$ cat src/hdl/utf8sd_pkg.sv
// Package with the constants and types of the UTF-8 stream decoder.
`timescale 1ns / 1ps
`default_nettype none

package utf8sd_pkg;

	// Widths of the payload fields.
	localparam int unsigned ByteW  = 8;
	localparam int unsigned CpW    = 21;
	localparam int unsigned CountW = 3;

	// Code point limits.
	localparam logic [CpW-1:0] ReplChar  = 21'h00FFFD;
	localparam logic [CpW-1:0] Min2Byte  = 21'h000080;
	localparam logic [CpW-1:0] Min3Byte  = 21'h000800;
	localparam logic [CpW-1:0] SurrLow   = 21'h00D800;
	localparam logic [CpW-1:0] SurrHigh  = 21'h00DFFF;
	localparam logic [CpW-1:0] Min4Byte  = 21'h010000;
	localparam logic [CpW-1:0] MaxCp     = 21'h10FFFF;

	// Length of the open sequence; none means no sequence is open.
	typedef enum logic [2:0] {
		SEQ_NONE = 3'd0,
		SEQ_TWO  = 3'd2,
		SEQ_THREE = 3'd3,
		SEQ_FOUR = 3'd4
	} seq_len_t;

endpackage

`default_nettype wire

$ cat src/hdl/utf8_stream_decoder_unit.sv
// UTF-8 stream decoder: turns a byte stream into code points.
// Each byte passes through the input register and then the result register, which
// offers its results. Throughput: one byte per cycle while each byte gives at most
// one result and out_ready stays high; a byte that gives n results (n is at most four)
// holds the result register until all n results are sent.
// Reset empties the input register and the result register and closes the open sequence.
`timescale 1ns / 1ps
`default_nettype none

module utf8_stream_decoder_unit
	import utf8sd_pkg::*;
(
	input  wire logic              clk,
	input  wire logic              arst_n,
	input  wire logic              in_valid,
	output logic                   in_ready,
	input  wire logic [ByteW-1:0]  data_byte,
	input  wire logic              text_last,
	output logic                   out_valid,
	input  wire logic              out_ready,
	output logic [CpW-1:0]         code_point,
	output logic                   replaced,
	output logic                   run_last,
	output logic                   text_done
);

	// Input register.
	logic             valid_s1;
	logic [ByteW-1:0] byte_s1;
	logic             last_s1;

	// Result register: count of results still to send and the final result.
	logic [CountW-1:0] cnt_s2;
	logic [CpW-1:0]    tail_cp_s2;
	logic              tail_rep_s2;
	logic              last_s2;

	// Decoder state.
	seq_len_t       seq_len_q;
	logic [1:0]     held_q;
	logic [CpW-1:0] partial_q;

	// Next-state and result values from the decode logic.
	seq_len_t          seq_len_d;
	logic [1:0]        held_d;
	logic [CpW-1:0]    partial_d;
	logic [CountW-1:0] cnt_d;
	logic [CpW-1:0]    tail_cp_d;
	logic              tail_rep_d;

	logic              load_s2;
	logic              out_xfer;

	// Helper terms for the decode.
	logic              seq_open;
	logic              is_cont;
	logic [CpW-1:0]    ext_value;
	logic [CountW-1:0] held_plus2;
	logic              complete;
	logic              bad_value;
	logic [CountW-1:0] flush_cnt;

	// Handshake.
	assign out_valid = (cnt_s2 != '0);
	assign out_xfer  = out_valid && out_ready;
	assign load_s2   = valid_s1 && ((cnt_s2 == '0) ||
		((cnt_s2 == CountW'(1)) && out_ready));
	assign in_ready  = !valid_s1 || load_s2;

	// Output fields: all results before the last are replacements.
	assign run_last   = (cnt_s2 == CountW'(1));
	assign code_point = run_last ? tail_cp_s2 : ReplChar;
	assign replaced   = run_last ? tail_rep_s2 : 1'b1;
	assign text_done  = run_last && last_s2;

	// Shared terms of the decode.
	assign seq_open   = (seq_len_q != SEQ_NONE);
	assign is_cont    = (byte_s1[7:6] == 2'b10);
	assign ext_value  = {partial_q[CpW-7:0], byte_s1[5:0]};
	assign held_plus2 = {1'b0, held_q} + CountW'(2);
	assign complete   = (held_plus2 >= CountW'(seq_len_q));
	assign flush_cnt  = seq_open ? ({1'b0, held_q} + CountW'(1)) : '0;

	// Range check of a completed sequence.
	always_comb begin
		case (seq_len_q)
			SEQ_TWO:   bad_value = (ext_value < Min2Byte);
			SEQ_THREE: bad_value = (ext_value < Min3Byte) ||
				((ext_value >= SurrLow) && (ext_value <= SurrHigh));
			default:   bad_value = (ext_value < Min4Byte) || (ext_value > MaxCp);
		endcase
	end

	// Decode of one byte against the open sequence.
	always_comb begin
		seq_len_d  = SEQ_NONE;
		held_d     = '0;
		partial_d  = '0;
		cnt_d      = '0;
		tail_cp_d  = ReplChar;
		tail_rep_d = 1'b1;
		if (seq_open && is_cont) begin
			if (complete) begin
				cnt_d      = CountW'(1);
				tail_cp_d  = bad_value ? ReplChar : ext_value;
				tail_rep_d = bad_value;
			end else if (last_s1) begin
				cnt_d = held_plus2;
			end else begin
				seq_len_d = seq_len_q;
				held_d    = held_q + 2'd1;
				partial_d = ext_value;
			end
		end else begin
			if (!byte_s1[7]) begin
				// Plain ASCII byte.
				cnt_d      = flush_cnt + CountW'(1);
				tail_cp_d  = {{(CpW-ByteW){1'b0}}, byte_s1};
				tail_rep_d = 1'b0;
			end else if (byte_s1[7:5] == 3'b110 || byte_s1[7:4] == 4'b1110 ||
				byte_s1[7:3] == 5'b11110) begin
				// Lead byte; a text end right here flushes it again.
				cnt_d = flush_cnt + (last_s1 ? CountW'(1) : CountW'(0));
				if (!last_s1) begin
					if (byte_s1[7:5] == 3'b110) begin
						seq_len_d = SEQ_TWO;
						partial_d = {{(CpW-5){1'b0}}, byte_s1[4:0]};
					end else if (byte_s1[7:4] == 4'b1110) begin
						seq_len_d = SEQ_THREE;
						partial_d = {{(CpW-4){1'b0}}, byte_s1[3:0]};
					end else begin
						seq_len_d = SEQ_FOUR;
						partial_d = {{(CpW-3){1'b0}}, byte_s1[2:0]};
					end
				end
			end else begin
				// Stray continuation or invalid byte.
				cnt_d = flush_cnt + CountW'(1);
			end
		end
	end

	// Input register.
	always_ff @(posedge clk or negedge arst_n) begin
		if (!arst_n) begin
			valid_s1 <= 1'b0;
		end else if (in_ready) begin
			valid_s1 <= in_valid;
		end
	end

	always_ff @(posedge clk) begin
		if (in_ready && in_valid) begin
			byte_s1 <= data_byte;
			last_s1 <= text_last;
		end
	end

	// Result register count and decoder state.
	always_ff @(posedge clk or negedge arst_n) begin
		if (!arst_n) begin
			cnt_s2    <= '0;
			seq_len_q <= SEQ_NONE;
			held_q    <= '0;
			partial_q <= '0;
		end else if (load_s2) begin
			cnt_s2    <= cnt_d;
			seq_len_q <= seq_len_d;
			held_q    <= held_d;
			partial_q <= partial_d;
		end else if (out_xfer) begin
			cnt_s2 <= cnt_s2 - CountW'(1);
		end
	end

	// Result payload.
	always_ff @(posedge clk) begin
		if (load_s2) begin
			tail_cp_s2  <= tail_cp_d;
			tail_rep_s2 <= tail_rep_d;
			last_s2     <= last_s1;
		end
	end

endmodule

`default_nettype wire
$ cat config.mk
export PLATFORM = sky130hd
export DESIGN_NAME = utf8_stream_decoder_unit
export DESIGN_NICKNAME = d
export VERILOG_FILES = /design/src/hdl/utf8sd_pkg.sv /design/src/hdl/utf8_stream_decoder_unit.sv
export SDC_FILE = /design/constraint.sdc
export NUM_CORES = 1
export LEC_CHECK = 0
export ABC_AREA = 1
export BUFFER_PORTS_ARGS = -buffer_cell sky130_fd_sc_hd__buf_4
export CAP_MARGIN = 10
export CORE_MARGIN = 2
export CORE_UTILIZATION = 57
export CTS_CLUSTER_SIZE = 12
export DETAILED_ROUTE_END_ITERATION = 16
export PLACE_DENSITY = 0.86
export SYNTH_ARGS = -nofsm -noshare
export SYNTH_HDL_FRONTEND = slang
export SYNTH_SLANG_ARGS = --single-unit
$ cat constraint.sdc
create_clock -name clk -period 2.29 [get_ports clk]
set_input_delay 0.458 -clock clk [delete_from_list [all_inputs] [get_ports clk]]
set_output_delay 0.458 -clock clk [all_outputs]
set_load 0.1 [all_outputs]
---- Word-level counts from Yosys, hierarchy flattened ----
Cells that the tools add are included.
W data, S select, Z words.
operators by class
  add/sub/neg operators ................... 6
  order comparisons ....................... 7
  equal/unequal tests ..................... 8
  muxes and demuxes ....................... 38
  reduce and logical (&&, ||, !) cells .... 19
operators with widths
  operator                number
  $mux W21                4
  $mux W3                 16
  $mux W15                3
  $ge A21 B16 Y1 const B  1
  $gt A21 B21 Y1 const B  1
  $le A21 B16 Y1 const B  1
  $lt A21 B12 Y1 const B  1
  $lt A21 B17 Y1 const B  1
  $lt A21 B8 Y1 const B   1
  $mux W5                 4
  $mux W16                1
  $logic_and A1 B1 Y1     7
  $eq A3 B2 Y1 const B    2
  $logic_or A1 B1 Y1      6
  $mux W2                 3
  $reduce_bool A3 Y1      2
  $eq A5 B5 Y1 const B    1
  $mux W1                 5
  $eq A4 B4 Y1 const B    1
  $mux W4                 1
  $add A2 B1 Y3 const B   1
  $add A2 B2 Y3 const B   1
  $add A3 B1 Y3           1
  $add A3 B1 Y3 const B   1
  other kinds (12)        12
word-level totals
  register bits ........................... 56
  bits of input ports ..................... 13
  output and inout bits ................... 26
  word-level logic and storage cells ...... 88

---- Depth between registers and ports, before layout ----
  word-level depth ........................ 7
  mapped depth ............................ 13
  gate-level depth less buffers ........... 13

---- Worst setup path after synthesis ----
Ideal clock, no wire load.
  path kind ............................... register -> output
  start point ............................. register cnt_s2[1]
  end point ............................... output code_point[16]
  data arrival time ....................... 2154 ps
  data required time ...................... 1832 ps
  slack ................................... -322 ps
  cell stages (with the launch flop) ...... 6
  path buffers ............................ 1
  cells stage by stage .................... dfrtp_1 > inv_1 > ha_1 > nand2_4 > clkbuf_1 > nor2_1
on the way
  word-level cells in the longest chain between the ends .. 2
ends and longest elaborated chain
  what                    RTL line                         RTL
  start, declared         utf8_stream_decoder_unit.sv:33   logic [CountW-1:0] cnt_s2;
  start signal, assigned  utf8_stream_decoder_unit.sv:167  cnt_s2 <= cnt_d;
  start signal, assigned  utf8_stream_decoder_unit.sv:172  cnt_s2 <= cnt_s2 - CountW'(1);
  $eq A3 B1 Y1            utf8_stream_decoder_unit.sv:71   assign run_last = (cnt_s2 == CountW'(1));
  $mux W21                utf8_stream_decoder_unit.sv:72   assign code_point = run_last ? tail_cp_s2 : ReplChar;
  end, declared           utf8_stream_decoder_unit.sv:21   output logic [CpW-1:0] code_point,
Every way passes these cells.

---- Worst setup path in the final report ----
  start point ............................. register cnt_s2[1]
  end point ............................... output in_ready
on the way
  word-level cells in the longest chain between the ends .. 5
  elaborated cells on any way between the ends .. 6
  classes of those cells .................. 1 x eq/ne; 5 x reduce/logical
ends and longest elaborated chain
  what                     RTL line                        RTL
  $eq A3 B1 Y1             utf8_stream_decoder_unit.sv:67  ((cnt_s2 == CountW'(1)) && out_ready));
  $logic_and A1 B1 Y1      utf8_stream_decoder_unit.sv:67
  $logic_or A1 B1 Y1 (*)   utf8_stream_decoder_unit.sv:66  assign load_s2 = valid_s1 && ((cnt_s2 == '0) ||
  $logic_and A1 B1 Y1 (*)  utf8_stream_decoder_unit.sv:66
  $logic_or A1 B1 Y1 (*)   utf8_stream_decoder_unit.sv:68  assign in_ready = !valid_s1 || load_s2;
  end, declared            utf8_stream_decoder_unit.sv:16  output logic in_ready,
Mark *: on every way between the ends. The rest lies on a longest branch, timed or not.

==> results.txt <==
The total vias in the final route came out at 2,297. The transition time of the tightest slew-check pin came out at 0.500 ns. The area taken by flip-flops and latches is 0.00156 mm2. The DRC violation count after routing came out at 0. Data on the critical path is required at its endpoint by 1.83 ns. The average wire per standard cell came out at 13.4 um. The setup skew after layout is 0.00767 ns. The number of max-capacitance violations reported is 0.

Once detailed placement completed, the half-perimeter wirelength came to 4.19 mm. The longest clock path from root to sink contains 2 buffers. The remaining antenna violation count is 0. The number of distinct standard cells referenced by the synthesized netlist is 36. The nature of the critical path endpoint is a primary output.

After clock tree synthesis, the flow added hold-fix buffers numbering 0. The region available for standard cell placement spans 0.00507 mm2. The final count of hold timing violations is 0. The initial cell density of the core is 59.0%. In this run the critical register-to-register path is launched from cnt_s2[1]. The Yosys step of the flow raised 0 warnings. The iteration-0 DRC count of the detailed router came out at 222. The sequential share of the synthesized area is 52.2%. The non-filler instance count after layout is 430. The area of the die came out at 0.00585 mm2. Setup violations remaining at the end of the flow were counted as 0. The number of max-slew violations in the final report is 0. The clock tree synthesis step divided the H-tree into 2 levels. The placer's final routability congestion estimate came out at 0.926. The count of placed standard cells including taps came out at 422. The pin count of the biggest net entering global routing is 38. The total clock buffers created by CTS is 5.

The power consumption is 5.02 mW. The power per standard cell area came out at 1470 mW/mm2. The register bit count reported by yosys came out at 56. Measured along the x axis, the die boundary spans 76.5 um. The total routing resource utilization after global routing came out at 20.7%. The initial antenna violation count is 0. Setup repair after global routing left no endpoint under its margin.

The floorplan step set the die height to 76.5 um. The CTS clock-pin slew for the worst setup and hold paths came out at 0.10 ns. The tightest slew margin relative to the limit is 66.6%. The net count after synthesis is 344. The source of the critical timing path is cnt_s2[1]. The global-route wire length before repair is 9.62 mm. The total placed instance area is 0.00329 mm2. The number of buffers inserted by port buffering is 38. The kind of critical path is reg -> out. The classification of the worst-slack hold path is in -> async.

Summed over all layers, the global routing overflow is 0. The post-synthesis cell area is 0.00299 mm2. The maximum ir drop on the vdd rail came out at 1.05 mV. The number of global-route vias before repair was 2,220.

The leakage power of the design came out at 1.52 nW. The fraction of layout instances using a drive strength above 1 is 25.3%. The multi-input gate area in the final layout is 0.00116 mm2. The post-detailed-route via-to-cell ratio is 5.34. The net count of the finished layout is 382. The minimum clock period after layout came out at 2.17 ns. Clock tree synthesis found a total of 56 sinks.

Once the clock tree was built, the setup fixing pass inserted 0 buffers. The timing-limited maximum frequency is 461 MHz. The largest fanout on the critical path came out at 25.

The finished cells cover 0.00340 mm2. The initialized floorplan defines 26 standard-cell rows. The post-synthesis to final-layout area growth came out at 13.7%. The final setup TNS came out at 0 ns.

The type of element launching the critical path is a flop. The CTS tree is yes. The portion of the clock cycle consumed by the worst path in the final layout came out at 94.8%.

The total iterations of the first detailed-routing run is 5. The diode insertion count for antenna repair is 0. The clock insertion delay at the later pin of the skew report is 0.31 ns. The worst endpoint data arrival time is 1.71 ns.

The flow ran to the end, and the final reports show no timing, DRC or antenna violations. The library cell used as clock root buffer is sky130_fd_sc_hd__clkbuf_8. The average size of a mapped cell came out at 9.32 um2. Summed over all layers, the routed wires come to 5.76 mm. The layout has 443 filler cells. The gate count of the mapped netlist came out at 321. The number of ports placed on the die boundary is 39.
-- registers in the layout, summed over array words and instances, names as in the netlist --
register,cells
seq_len_q,3
tail_cp_s2,21
byte_s1,8
last_s1,1
last_s2,1
cnt_s2,3
valid_s1,1
partial_q,15
held_q,2
tail_rep_s2,1
-- cells in the mapped netlist (all sizes together) --
cell type | number | share of area, %
xnor2 | 1 | 0.29
nand3b | 3 | 0.75
o211ai | 2 | 0.50
edfxtp | 32 | 32
a21oi | 7 | 1.3
clkbuf | 2 | 0.25
nand2 | 62 | 9.0
o21ai | 19 | 3.8
or2 | 17 | 3.6
o21bai | 1 | 0.25
buf | 7 | 2.7
nand4 | 9 | 1.9
inv | 50 | 6.5
clkinv | 1 | 0.17
nor2 | 35 | 5.0
nand2b | 1 | 0.46
o22ai | 2 | 0.42
o31ai | 3 | 0.75
ha | 10 | 4.2
nand3 | 33 | 6.0
dfrtp | 24 | 20
-- placed cells by master, fill, tap and decap left out, drive strengths merged --
cell type,synthesis,layout
o22ai,2,2
ha,10,10
dfrtp,24,24
clkbuf,2,5
buf,7,40
o21bai,1,1
nand4,9,9
inv,50,51
xnor2,1,1
a21oi,7,7
or2,17,17
nor2,35,35
nand2b,1,1
nand2,62,62
clkinvlp,0,1
o31ai,3,3
nand3,33,33
o211ai,2,2
o21ai,19,19
edfxtp,32,32
clkinv,1,2
nand3b,3,3
-- through the flow --
step,hold slack (ns),util [%],worst slack [ns]
2_1_floorplan,0.162,-,-0.322
3_3_place_gp,0.380,64.9,0.390
3_5_place_dp,0.380,64.9,0.300
4_1_cts,0.0363,66.8,0.0376
5_1_grt,0.0396,67.1,0.00825
6_report,0.0344,67.1,0.119
-- final cells by class --
type | count | area share (%)
Inverter | 51 | 5.88
Tap cell | 70 | 2.57
Timing Repair Buffer | 40 | 9.04
Clock buffer | 5 | 2.02
Sequential cell | 56 | 45.9
Multi-Input combinational cell | 205 | 34.0
Clock inverter | 3 | 0.625
-- cells by family (layout without fill, tap and decap cells) --
logic type	count (synthesis)	count (layout)	synth area share, %
compound gates	34	34	7.02
xor+xnor	1	1	0.293
fa+ha+maj	10	10	4.18
buf+inv	60	99	9.66
flops	56	56	52.2
simple gates	160	160	26.7
-- power by group --
group / switching [mW] / total (mW) / internal [mW]
clock network: 0.327 / 0.544 / 0.218
registers: 0.142 / 1.57 / 1.43
logic: 2.19 / 2.90 / 0.711
total: 2.66 / 5.02 / 2.36
-- final timing paths --
kind | end | slack (ns) | depth (start not counted)
worst max-delay path | in_ready | 0.12 | 7
worst min-delay path | partial_q[0] | 0.03 | 1
worst max register to register | tail_cp_s2[14] | 0.33 | 7
worst min register to register | partial_q[0] | 0.55 | 2
max in group asynchronous | partial_q[13] | 2.00 | 1
min in group clk | last_s1 | 0.32 | 1
-- layer usage --
| metal | vias to the layer above | GRT usage [%] | routed length [um] |
|---|---|---|---|
| met5 | - | 0 | 0 |
| met4 | 0 | 9.09 | 138 |
| met3 | 16 | 4.15 | 342 |
| met2 | 87 | 36.9 | 2890 |
| met1 | 1072 | 24.2 | 2390 |
| li1 | 1122 | - | - |
-- worst max-delay path: stages (launching register included) --
cell,delay (ns)
sky130_fd_sc_hd__dfrtp_1,0.37
sky130_fd_sc_hd__inv_1,0.11
sky130_fd_sc_hd__ha_2,0.24
sky130_fd_sc_hd__nand2_8,0.12
sky130_fd_sc_hd__o21ai_4,0.18
sky130_fd_sc_hd__inv_1,0.08
sky130_fd_sc_hd__nand2_2,0.09
sky130_fd_sc_hd__buf_8,0.20
-- repair_timing --
item                                    CTS  global route
cloned                                    0             0
pin swaps                                 0             1
gates resized for setup                   1             3
endpoints found under the setup margin    1            15
(Power assumes the default switching activity.)
